`src/hw/rtl/aht_pkg.sv`:
```
// Shared constants and types for the averaged hysteresis thermostat.
// No dependencies; imported by aht_window, the top level and the bench files.
package aht_pkg;

    // Averaging window and derived widths
    localparam int WINDOW_SIZE = 20;
    localparam int WIDX_W      = (WINDOW_SIZE > 1) ? $clog2(WINDOW_SIZE) : 1;
    localparam int TEMP_W      = 16;
    localparam int BAND_W      = 12;
    localparam int CFG_W       = 16;
    // |sample| <= 2^15, so the sum needs clog2(N) + 16 magnitude bits plus sign
    localparam int SUM_W       = $clog2(WINDOW_SIZE) + TEMP_W + 1;
    // thresholds N*(max - band) reach below -N*2^15, one more bit
    localparam int TH_W        = SUM_W + 1;
    localparam int OUT_SUM_W   = 21;

    // Stream payload layout
    localparam int S_TDATA_W   = 24;
    localparam int M_TDATA_W   = 32;

    // Register reset values
    localparam logic signed [TEMP_W-1:0] MAX_TEMP_RST = 16'sd5632;
    localparam logic [BAND_W-1:0]        BAND_RST     = 12'd512;

    // Register indexes
    typedef enum logic {
        REG_MAX_TEMP = 1'b0,
        REG_HYST     = 1'b1
    } t_reg_idx;

    // Commands
    typedef enum logic [2:0] {
        CMD_NONE  = 3'd0,
        CMD_ON    = 3'd1,
        CMD_OFF   = 3'd2,
        CMD_STOP  = 3'd3,
        CMD_FORCE = 3'd4
    } t_cmd;

endpackage

```
`src/hw/rtl/aht_window.sv`:
```
// Sample ring and running sum for the thermostat averaging window.
// Depends on aht_pkg.
module aht_window (
    input  logic                                 i_clk,
    input  logic                                 i_rst_n,
    input  logic                                 i_wr_en,
    input  logic signed [aht_pkg::TEMP_W-1:0]    i_sample,
    output logic signed [aht_pkg::SUM_W-1:0]     o_sum
);
    import aht_pkg::*;

    logic signed [TEMP_W-1:0] r_ring [WINDOW_SIZE];
    logic [WIDX_W-1:0]        r_widx;
    logic [WIDX_W-1:0]        n_widx;
    logic signed [SUM_W-1:0]  r_sum;
    logic signed [SUM_W-1:0]  n_sum;
    logic signed [TEMP_W-1:0] oldest;

    // replace the oldest entry and adjust the sum by the difference
    assign oldest = r_ring[r_widx];
    assign n_sum  = r_sum - SUM_W'(oldest) + SUM_W'(i_sample);
    assign n_widx = (r_widx == WIDX_W'(WINDOW_SIZE - 1)) ? '0 : r_widx + 1'b1;

    always_ff @(posedge i_clk) begin
        if (!i_rst_n) begin
            for (int k = 0; k < WINDOW_SIZE; k++) begin
                r_ring[k] <= '0;
            end
            r_widx <= '0;
            r_sum  <= '0;
        end else if (i_wr_en) begin
            r_ring[r_widx] <= i_sample;
            r_widx         <= n_widx;
            r_sum          <= n_sum;
        end
    end

    assign o_sum = r_sum;

endmodule

```
`src/hw/rtl/averaged_hysteresis_thermostat.sv`:
```
// Averaged hysteresis thermostat: stream in, command stage, result register.
// Depends on aht_pkg and aht_window.
//
//  channel   direction  handshake                     payload
//  s_axis    in         s_axis_tvalid/s_axis_tready   tdata, tuser
//  m_axis    out        m_axis_tvalid/m_axis_tready   tdata
//  cfg       in         i_cfg_we (no wait)            i_cfg_index, i_cfg_data
//
// One request per cycle sustained while the result side is not stalled; the
// window and the command stage register update when a request is accepted,
// then the command decision lands in the result register, which offers it.
// The running sum register is updated once per accepted request with sample_valid.
// Reset clears the 20-entry ring, sum, flags and pipeline valid bits.
// A stalled result holds both stages; the input stays ready while the
// command stage is empty or moving its request into the result register.
module averaged_hysteresis_thermostat (
    input  logic                              i_clk,
    input  logic                              i_rst_n,
    // input stream
    input  logic                              s_axis_tvalid,
    output logic                              s_axis_tready,
    // tdata: temp_sample[15:0], command[18:16], tens_count[20:19], zeros
    input  logic [aht_pkg::S_TDATA_W-1:0]     s_axis_tdata,
    // tuser: sample_valid
    input  logic                              s_axis_tuser,
    // output stream
    output logic                              m_axis_tvalid,
    input  logic                              m_axis_tready,
    // tdata: heating_on[0], element1_on[1], element2_on[2], hold_mode[3],
    //        average_sum[24:4], zeros
    output logic [aht_pkg::M_TDATA_W-1:0]     m_axis_tdata,
    // configuration writes
    input  logic                              i_cfg_we,
    input  logic                              i_cfg_index,
    input  logic [aht_pkg::CFG_W-1:0]         i_cfg_data
);
    import aht_pkg::*;

    localparam logic signed [TH_W-1:0] WIN_S  = TH_W'(WINDOW_SIZE);
    localparam logic signed [TH_W-1:0] THR_MAX_RST =
        TH_W'(WINDOW_SIZE * int'(MAX_TEMP_RST));
    localparam logic signed [TH_W-1:0] THR_LOW_RST =
        TH_W'(WINDOW_SIZE * (int'(MAX_TEMP_RST) - int'(BAND_RST)));

    // configuration and precomputed thresholds (N*max, N*(max-band))
    logic signed [TEMP_W-1:0] r_max_temp;
    logic [BAND_W-1:0]        r_band;
    logic signed [TH_W-1:0]   r_thr_max;
    logic signed [TH_W-1:0]   r_thr_low;
    logic signed [TH_W-1:0]   cfg_max_ext;
    logic signed [TH_W-1:0]   cfg_band_ext;
    logic signed [TH_W-1:0]   cur_max_ext;
    logic signed [TH_W-1:0]   cur_band_ext;

    assign cfg_max_ext  = TH_W'($signed(i_cfg_data[TEMP_W-1:0]));
    assign cfg_band_ext = TH_W'(i_cfg_data[BAND_W-1:0]);
    assign cur_max_ext  = TH_W'(r_max_temp);
    assign cur_band_ext = TH_W'(r_band);

    always_ff @(posedge i_clk) begin
        if (!i_rst_n) begin
            r_max_temp <= MAX_TEMP_RST;
            r_band     <= BAND_RST;
            r_thr_max  <= THR_MAX_RST;
            r_thr_low  <= THR_LOW_RST;
        end else if (i_cfg_we) begin
            unique case (t_reg_idx'(i_cfg_index))
                REG_MAX_TEMP: begin
                    r_max_temp <= $signed(i_cfg_data[TEMP_W-1:0]);
                    r_thr_max  <= WIN_S * cfg_max_ext;
                    r_thr_low  <= WIN_S * (cfg_max_ext - cur_band_ext);
                end
                REG_HYST: begin
                    r_band    <= i_cfg_data[BAND_W-1:0];
                    r_thr_low <= WIN_S * (cur_max_ext - cfg_band_ext);
                end
                default: ;
            endcase
        end
    end

    // pipeline control
    logic r_s1_valid;
    logic r_out_valid;
    logic adv;
    logic s_accept;

    assign adv           = !r_out_valid || m_axis_tready;
    assign s_axis_tready = !r_s1_valid || adv;
    assign s_accept      = s_axis_tvalid && s_axis_tready;

    // window update happens on accept of a request with sample_valid set
    logic signed [SUM_W-1:0] win_sum;

    aht_window u_window (
        .i_clk    (i_clk),
        .i_rst_n  (i_rst_n),
        .i_wr_en  (s_accept && s_axis_tuser),
        .i_sample ($signed(s_axis_tdata[TEMP_W-1:0])),
        .o_sum    (win_sum)
    );

    // command stage register
    t_cmd       r_s1_cmd;
    logic [1:0] r_s1_tens;

    always_ff @(posedge i_clk) begin
        if (!i_rst_n) begin
            r_s1_valid <= 1'b0;
        end else if (s_axis_tready) begin
            r_s1_valid <= s_axis_tvalid;
        end
    end

    always_ff @(posedge i_clk) begin
        if (s_accept) begin
            r_s1_cmd  <= t_cmd'(s_axis_tdata[18:16]);
            r_s1_tens <= s_axis_tdata[20:19];
        end
    end

    // the sum register holds the post-update sum of the request in stage 1
    logic signed [TH_W-1:0] sum_ext;
    logic                   below_max;
    logic                   below_low;

    assign sum_ext   = TH_W'(win_sum);
    assign below_max = sum_ext < r_thr_max;
    assign below_low = sum_ext < r_thr_low;

    // flag update
    logic r_heat, r_rel1, r_rel2, r_hold;
    logic n_heat, n_rel1, n_rel2, n_hold;

    always_comb begin
        n_heat = r_heat;
        n_rel1 = r_rel1;
        n_rel2 = r_rel2;
        n_hold = r_hold;
        unique case (r_s1_cmd)
            CMD_ON: begin
                n_rel2 = 1'b1;
                if (below_max) begin
                    n_rel1 = 1'b1;
                    n_heat = 1'b1;
                end else begin
                    n_hold = 1'b1;
                end
            end
            CMD_OFF: begin
                n_heat = 1'b0;
                n_rel1 = 1'b0;
                n_rel2 = 1'b0;
                n_hold = 1'b0;
            end
            CMD_STOP: begin
                n_heat = 1'b0;
                n_rel1 = 1'b0;
                n_rel2 = 1'b0;
            end
            CMD_FORCE: begin
                if (r_s1_tens != 2'd0) begin
                    n_rel1 = 1'b1;
                end
                if (r_s1_tens[1]) begin
                    n_rel2 = 1'b1;
                end
                n_heat = 1'b1;
            end
            // regulate; unused codes behave the same
            default: begin
                if (r_heat && !below_max) begin
                    n_rel1 = 1'b0;
                    n_heat = 1'b0;
                    n_hold = 1'b1;
                end else if (r_hold && below_low) begin
                    n_rel1 = 1'b1;
                    n_heat = 1'b1;
                    n_hold = 1'b0;
                end
            end
        endcase
    end

    // result register: the flags themselves plus a copy of the sum
    logic [OUT_SUM_W-1:0] r_out_sum;

    always_ff @(posedge i_clk) begin
        if (!i_rst_n) begin
            r_out_valid <= 1'b0;
            r_heat      <= 1'b0;
            r_rel1      <= 1'b0;
            r_rel2      <= 1'b0;
            r_hold      <= 1'b0;
        end else if (adv) begin
            r_out_valid <= r_s1_valid;
            if (r_s1_valid) begin
                r_heat <= n_heat;
                r_rel1 <= n_rel1;
                r_rel2 <= n_rel2;
                r_hold <= n_hold;
            end
        end
    end

    always_ff @(posedge i_clk) begin
        if (adv && r_s1_valid) begin
            r_out_sum <= win_sum[OUT_SUM_W-1:0];
        end
    end

    assign m_axis_tvalid = r_out_valid;
    assign m_axis_tdata  = {{(M_TDATA_W - OUT_SUM_W - 4){1'b0}},
                            r_out_sum, r_hold, r_rel2, r_rel1, r_heat};

    // checks
    a_s1_hold: assert property (@(posedge i_clk) disable iff (!i_rst_n)
        (r_s1_valid && !adv) |=> r_s1_valid)
        else $error("command stage lost a request while stalled");

    a_out_follow: assert property (@(posedge i_clk) disable iff (!i_rst_n)
        adv |=> (m_axis_tvalid == $past(r_s1_valid)))
        else $error("result valid does not follow the command stage");

    a_off_clears: assert property (@(posedge i_clk) disable iff (!i_rst_n)
        (adv && r_s1_valid && r_s1_cmd == CMD_OFF) |=>
        (!r_heat && !r_rel1 && !r_rel2 && !r_hold))
        else $error("device off left a flag set");

    a_on_below: assert property (@(posedge i_clk) disable iff (!i_rst_n)
        (adv && r_s1_valid && r_s1_cmd == CMD_ON && below_max) |=>
        (r_heat && r_rel1 && r_rel2))
        else $error("device on below max did not start heating");

endmodule

```
`config.mk`:
```
export PLATFORM = sky130hd
export DESIGN_NAME = averaged_hysteresis_thermostat
export DESIGN_NICKNAME = d
export VERILOG_FILES = /design/src/hw/rtl/aht_pkg.sv /design/src/hw/rtl/aht_window.sv /design/src/hw/rtl/averaged_hysteresis_thermostat.sv
export SDC_FILE = /design/constraint.sdc
export NUM_CORES = 1
export LEC_CHECK = 0
export BUFFER_PORTS_ARGS = -buffer_cell sky130_fd_sc_hd__buf_2
export CAP_MARGIN = 30
export CORE_UTILIZATION = 63
export CTS_CLUSTER_SIZE = 40
export DETAILED_ROUTE_END_ITERATION = 8
export PLACE_DENSITY_LB_ADDON = 0.15
export SLEW_MARGIN = 20
export SYNTH_ARGS = -nofsm -noshare
export SYNTH_HDL_FRONTEND = slang
export SYNTH_SLANG_ARGS = --single-unit
```
`constraint.sdc`:
```
create_clock -name i_clk -period 6.5 [get_ports i_clk]
set_input_delay 0.325 -clock i_clk [delete_from_list [all_inputs] [get_ports i_clk]]
set_output_delay 0.325 -clock i_clk [all_outputs]
set_load 0.01 [all_outputs]
```
; ---- Word level (Yosys, flattened, before mapping)
; Memory sizes are Yosys's and may differ from the RTL's. A register that Yosys moved wholly into a read port is not among the register bits.
; Index checks and enable logic that the tools add are counted.
[classes]
add_sub_neg = 5
bitwise_logic = 2
n_lt_le_gt_ge = 2
n_eq_ne = 9
multipliers = 3
muxes = 23
n_reduce_logical = 23
[ops]
columns = op, count
row1 = $lt 22x23->1, 2
row2 = $pmux 23 s2, 1
row3 = $mul 4x17->21 const A, 2
row4 = $sub 16x13->17, 2
row5 = $add 22x16->22, 1
row6 = $sub 22x16->22, 1
row7 = $mul 4x16->20 const A, 1
row8 = $mux 5, 4
row9 = $mux 16, 1
row10 = $reduce_or 16->1, 1
row11 = $mux 1, 13
row12 = $pmux 1 s3, 4
row13 = $reduce_and 5->1, 2
row14 = $ne 2x2->1 const B, 4
row15 = $reduce_and 4->1, 2
row16 = $eq 3x2->1 const B, 2
row17 = $add 5x1->5 const B, 1
row18 = $eq 5x5->1 const B, 1
row19 = $logic_and 1x1->1, 5
row20 = $reduce_bool 5->1, 1
row21 = $reduce_and 2->1, 2
row22 = $reduce_bool 4->1, 1
row23 = $reduce_or 2->1, 2
row24 = $eq 3x1->1 const B, 1
row25 = 6 further kinds, 10
[totals]
ff_bits = 131
ramBits = 320
elab_cells = 83
input_bits = 47
output_inout_bits = 34
n_memories = 1
[memory_table]
columns = memory, words, width, rd, rd_ports_with_merged_regs, wr, line_no
row1 = u_window.r_ring, 20, 16, 1, 1, 20, aht_window.sv:12  ; logic signed [TEMP_W-1:0] r_ring [WINDOW_SIZE];

; ---- Longest topological paths before layout
[depth]
depth_word = 10
depth_mapped = 22
depth_no_buf = 22

; ---- Modules after synthesis
; From an unflattened synthesis, not the netlist that was laid out.
[unflattened]
hier_cells = 2580
hier_area_um2 = 33041.7
[modules_own_cells]
columns = module, area_per_inst_um2, cells_per_inst, n_inst
row1 = aht_window, 24453.5, 1561, 1
row2 = averaged_hysteresis_thermostat, 8588.2, 1019, 1

; ---- Worst setup path after synthesis
; OpenSTA, ideal clock, no wires.
[synth_path]
path_kind = register -> register
startpoint = register with a tool-made name
endpoint = register u_window.r_sum[21], in the netlist u_window.o_sum[21]
setup_ns = 0.070
path_slack_ns = 1.430
arrival_time_ns = 4.999
stages_incl_launch_ff = 18
cell_sequence = dfxtp_1 clkbuf_1 buf_1 mux4_2 mux4_2 mux2_2 fa_1 inv_1 ha_1 a211oi_2 o21ai_2 a2111oi_4 o211ai_2 a31o_1 a21oi_2 xnor2_1 or3_1 a21oi_1
[synth_lines]
columns = item, line_no
row1 = "end signal, assigned", aht_window.sv:34  ; r_sum <= n_sum;
row2 = "end, declared", aht_window.sv:15  ; logic signed [SUM_W-1:0] r_sum;

==> flow_summary.yaml <==
run_status:
  outcome: "finished, final reports clean"
die:
  core_mm2: 0.0513
  rows: 83
  start_util: 0.638
  die_y_um: 230
  die_x_um: 230
  die_area_mm2: 0.0529
  ios: 81
logic_synthesis:
  syn_area_per_cell_um2: 12.8
  yosysSeqAreaShare: 0.558
  synth_top_area_frac: 0.494
  synth_ff_type: "edfxtp_1"
  yosys_warnings: 0
  synth_cell_type_count: 74
  synth-seq-cells: 643
  syn_area_mm2: 0.0327
  synth_largest_area_cell: "edfxtp_1"
  synthTopCellsByArea: "edfxtp_1 49%, mux4_2 11%, ha_1 7.0%"
  synth_edf_count: 538
  synth_cells: 2558
  async_flop_share: 0
place:
  globalplace.congestion: 0.921
  dp_hpwl_mm: 51.5
  io_buffers: 70
  dpl-instance-area_mm2: 0.0339
timing:
  finalCritPeriodShare: 0.841
  slew_viol_final: 0
  layout_min_cycle_time_ns: 5.47
  setup_tns_ns: 0
  hold_viol: 0
  max_freq_ghz: 0.183
  worst_pin_slew_ns: 1.02
  rsz0062_at_grt: "false"
  slew_headroom: 0.319
  finalSetupViolCount: 0
  fin_worst_skew_ns: 0.0182
worst_setup_path:
  cp.depth: 18
  worst_setup_path_start_kind: "register"
  required_ns: 7.03
  cpMaxStageDelayCell: "dfxtp_4"
  endpoint_kind: "register"
  arrival_ns: 6.00
  r2r_end: "u_window.o_sum[20]$_SDFFE_PN0P_"
  crit_chain: "buf_4 -> mux4_2 -> mux4_2 -> mux2_2 -> ha_1 -> inv_1 -> ha_1 -> inv_1 -> fa_1 -> nand2b_1 -> a21oi_1 -> o41a_1 -> o21ai_1 -> a31oi_1 -> a41oi_1 -> nor3b_1 -> a31oi_1 -> o22ai_1"
  criticalPathCategory: "register to register"
  critPathCapture: "u_window.o_sum[20]$_SDFFE_PN0P_"
  cpLargestDelayFamily: "multiplexers"
  crit_fanout: 28
  r2r_setup_slack_ns: 1.03
  critPathMaxStageDelay_ns: 0.76
  ff2ff_path_depth: 18
  critical_path_buf_inv_count: 3
layout:
  drive_gt1_frac: 0.172
  multi_input_area_mm2: 0.0132
  seqCellArea_mm2: 0.0183
  final_nets: 2848
  fillers: 3418
  design_area_mm2: 0.0361
  syn_to_final_growth_pct: 10.4
global_routing:
  grt_pass1_wl_mm: 125
  grt_use_total: 0.315
  overflow: 0
  grt_max_degree: 71
  antenna_found_initial: 2
  grt_pass1_vias: 21500
min_path:
  hold_class: "input pin to register"
  hold_path_depth: 3
  hp-start: "i_cfg_data[2]"
clocking:
  cts_buffer_depth: 3
  path_clk_slew_ns: 0.06
  h-tree-depth: 3
  cts.sinks: 643
  cts_buffers: 68
  cts_tree: "yes"
  cts-root-buf: "clkbuf_16"
  cts_resized: 0
  clock_latency_ns: 0.62
job:
  maxCapViolations: 0
power:
  power.share.clock: 0.342
  p_int_mw: 7.65
  ir_drop_v: 0.000212
  seq_power_share: 0.441
  p_per_area_mw_per_mm2: 298
  power.switching_mw: 3.12
  leakage_nw: 13.0
  swShare: 0.289
  pwr-share-comb: 0.217
routing:
  drc_errors: 0
  drt-total-wl_mm: 81.4
  viasPerCell: 6.48
  drt-pass1-iter-count: 7
  first_iter_violations: 2336
  num_vias: 21500
  wl_per_cell_um: 24.5
  drtAntennaViolNets: 0
[worst min-delay path by stage]
stage,to,slack (ns)
after CTS,u_window.r_ring[26][4]$_DFFE_PP_,0.0001
after global routing,r_band[3]$_SDFFE_PN0P_,0.02
after detailed placement,r_thr_max[8]$_SDFFE_PN0P_,0.45
after global placement,r_band[8]$_SDFFE_PN0P_,0.44
after floorplan,r_s1_cmd[0]$_DFFE_PP_,0.42
final,r_band[2]$_SDFFE_PN0P_,0.03
[per-stage QoR]
step	total power, mW	hold slack (ns)	std cells	util	setup slack [ns]
final	10.8	0.0322	3325	0.704	1.03
after global routing	11.2	0.0245	3325	0.704	0.694
after detailed placement	7.12	0.446	3193	0.661	1.01
after CTS	10.8	0.000110	3323	0.704	0.995
after floorplan	6.54	0.424	2564	-	1.43
after global placement	7.04	0.442	3186	0.659	1.11
[synthesized netlist by cell type (37+ instances only)]
cell type and count:
edfxtp_1 538, nor3_1 343, ha_1 183, inv_1 171
mux4_2 160, nand2_1 158, clkbuf_1 156, a21oi_1 129
dfxtp_1 105, nor2_1 94, o21ai_0 66, xnor2_1 50
o21ai_1 37
[layer usage]
metal  vias up  global-route usage  share of wire
li1       9682                   -              -
met1     10600               0.431           0.40
met2      1107               0.510           0.48
met3       164              0.0532          0.087
met4         2               0.115          0.033
met5         -                   0        0.00016
[logic make-up (layout without fill, tap and decap cells)]
kind of cell / Yosys count / in the layout / synth area share
multiplexers: 188 / 188 / 0.119
other: 1 / 8 / 0.000115
adder cells (fa/ha/maj): 209 / 209 / 0.0859
AND/OR/NAND/NOR: 701 / 701 / 0.101
AO/OA/AOI/OAI: 378 / 378 / 0.0719
XOR/XNOR: 77 / 77 / 0.0206
buffers and inverters: 361 / 441 / 0.0429
flip-flops: 643 / 643 / 0.558
[power groups by stage]
stage          Sequential (mW)  Combinational (mW)  Clock (mW)
3_3_place_gp              4.83                2.21           0
2_1_floorplan             4.78                1.76           0
3_5_place_dp              4.84                2.29           0
4_1_cts                   4.75                2.31        3.72
5_1_grt                   4.76                2.60        3.87
6_report                  4.75                2.34        3.68
[timing repair]
item,4_1_cts,5_1_grt
setup buffers,0,0
hold endpoints to repair,9,0
hold buffers,8,0
[worst reg2reg max path: stages (launching register included)]
cell and delay (ns):
dfxtp_4 0.76, buf_4 0.37, mux4_2 0.54, mux4_2 0.54, mux2_2 0.29, ha_1 0.27, inv_1 0.06, ha_1 0.20
inv_1 0.08, fa_1 0.46, nand2b_1 0.19, a21oi_1 0.24, o41a_1 0.25, o21ai_1 0.11, a31oi_1 0.31, a41oi_1 0.24
nor3b_1 0.25, a31oi_1 0.06, o22ai_1 0.16
[final cells by class]
class | instances | area share
repair buffers | 146 | 0.0286
diodes | 1 | 0.0000692
well taps | 680 | 0.0235
multi-input cells | 1560 | 0.366
clock inverters | 37 | 0.00893
inverters | 173 | 0.0180
flip-flops and latches | 643 | 0.505
clock buffers | 85 | 0.0494
[state kept, by name, summed over array words and instances, names as in the netlist, 2 cells and up, named ones only]
| register | flops |
|---|---|
| r_s1_tens | 2 |
| r_s1_cmd | 3 |
| r_thr_max | 18 |
| u_window.r_widx | 5 |
| r_max_temp | 16 |
| u_window.r_ring | 512 |
| r_out_sum | 21 |
| r_band | 12 |
| u_window.o_sum | 22 |
| r_thr_low | 21 |
[placed cells by master (no fill, tap or decap), drive strengths merged, types with 19 or more instances in the layout]
cell	n
o211ai	21
clkbuf	85
a211oi	24
nor2	94
ha	183
edfxtp	538
nand3	23
a21oi	130
buf	138
inv	177
o21ai	104
nand2b	22
a21o	19
xnor2	50
mux4	160
clkinv	31
dfxtp	105
fa	26
nand2	158
nor3	344
xor2	27
Note: power is estimated with default switching activity, not from simulation.
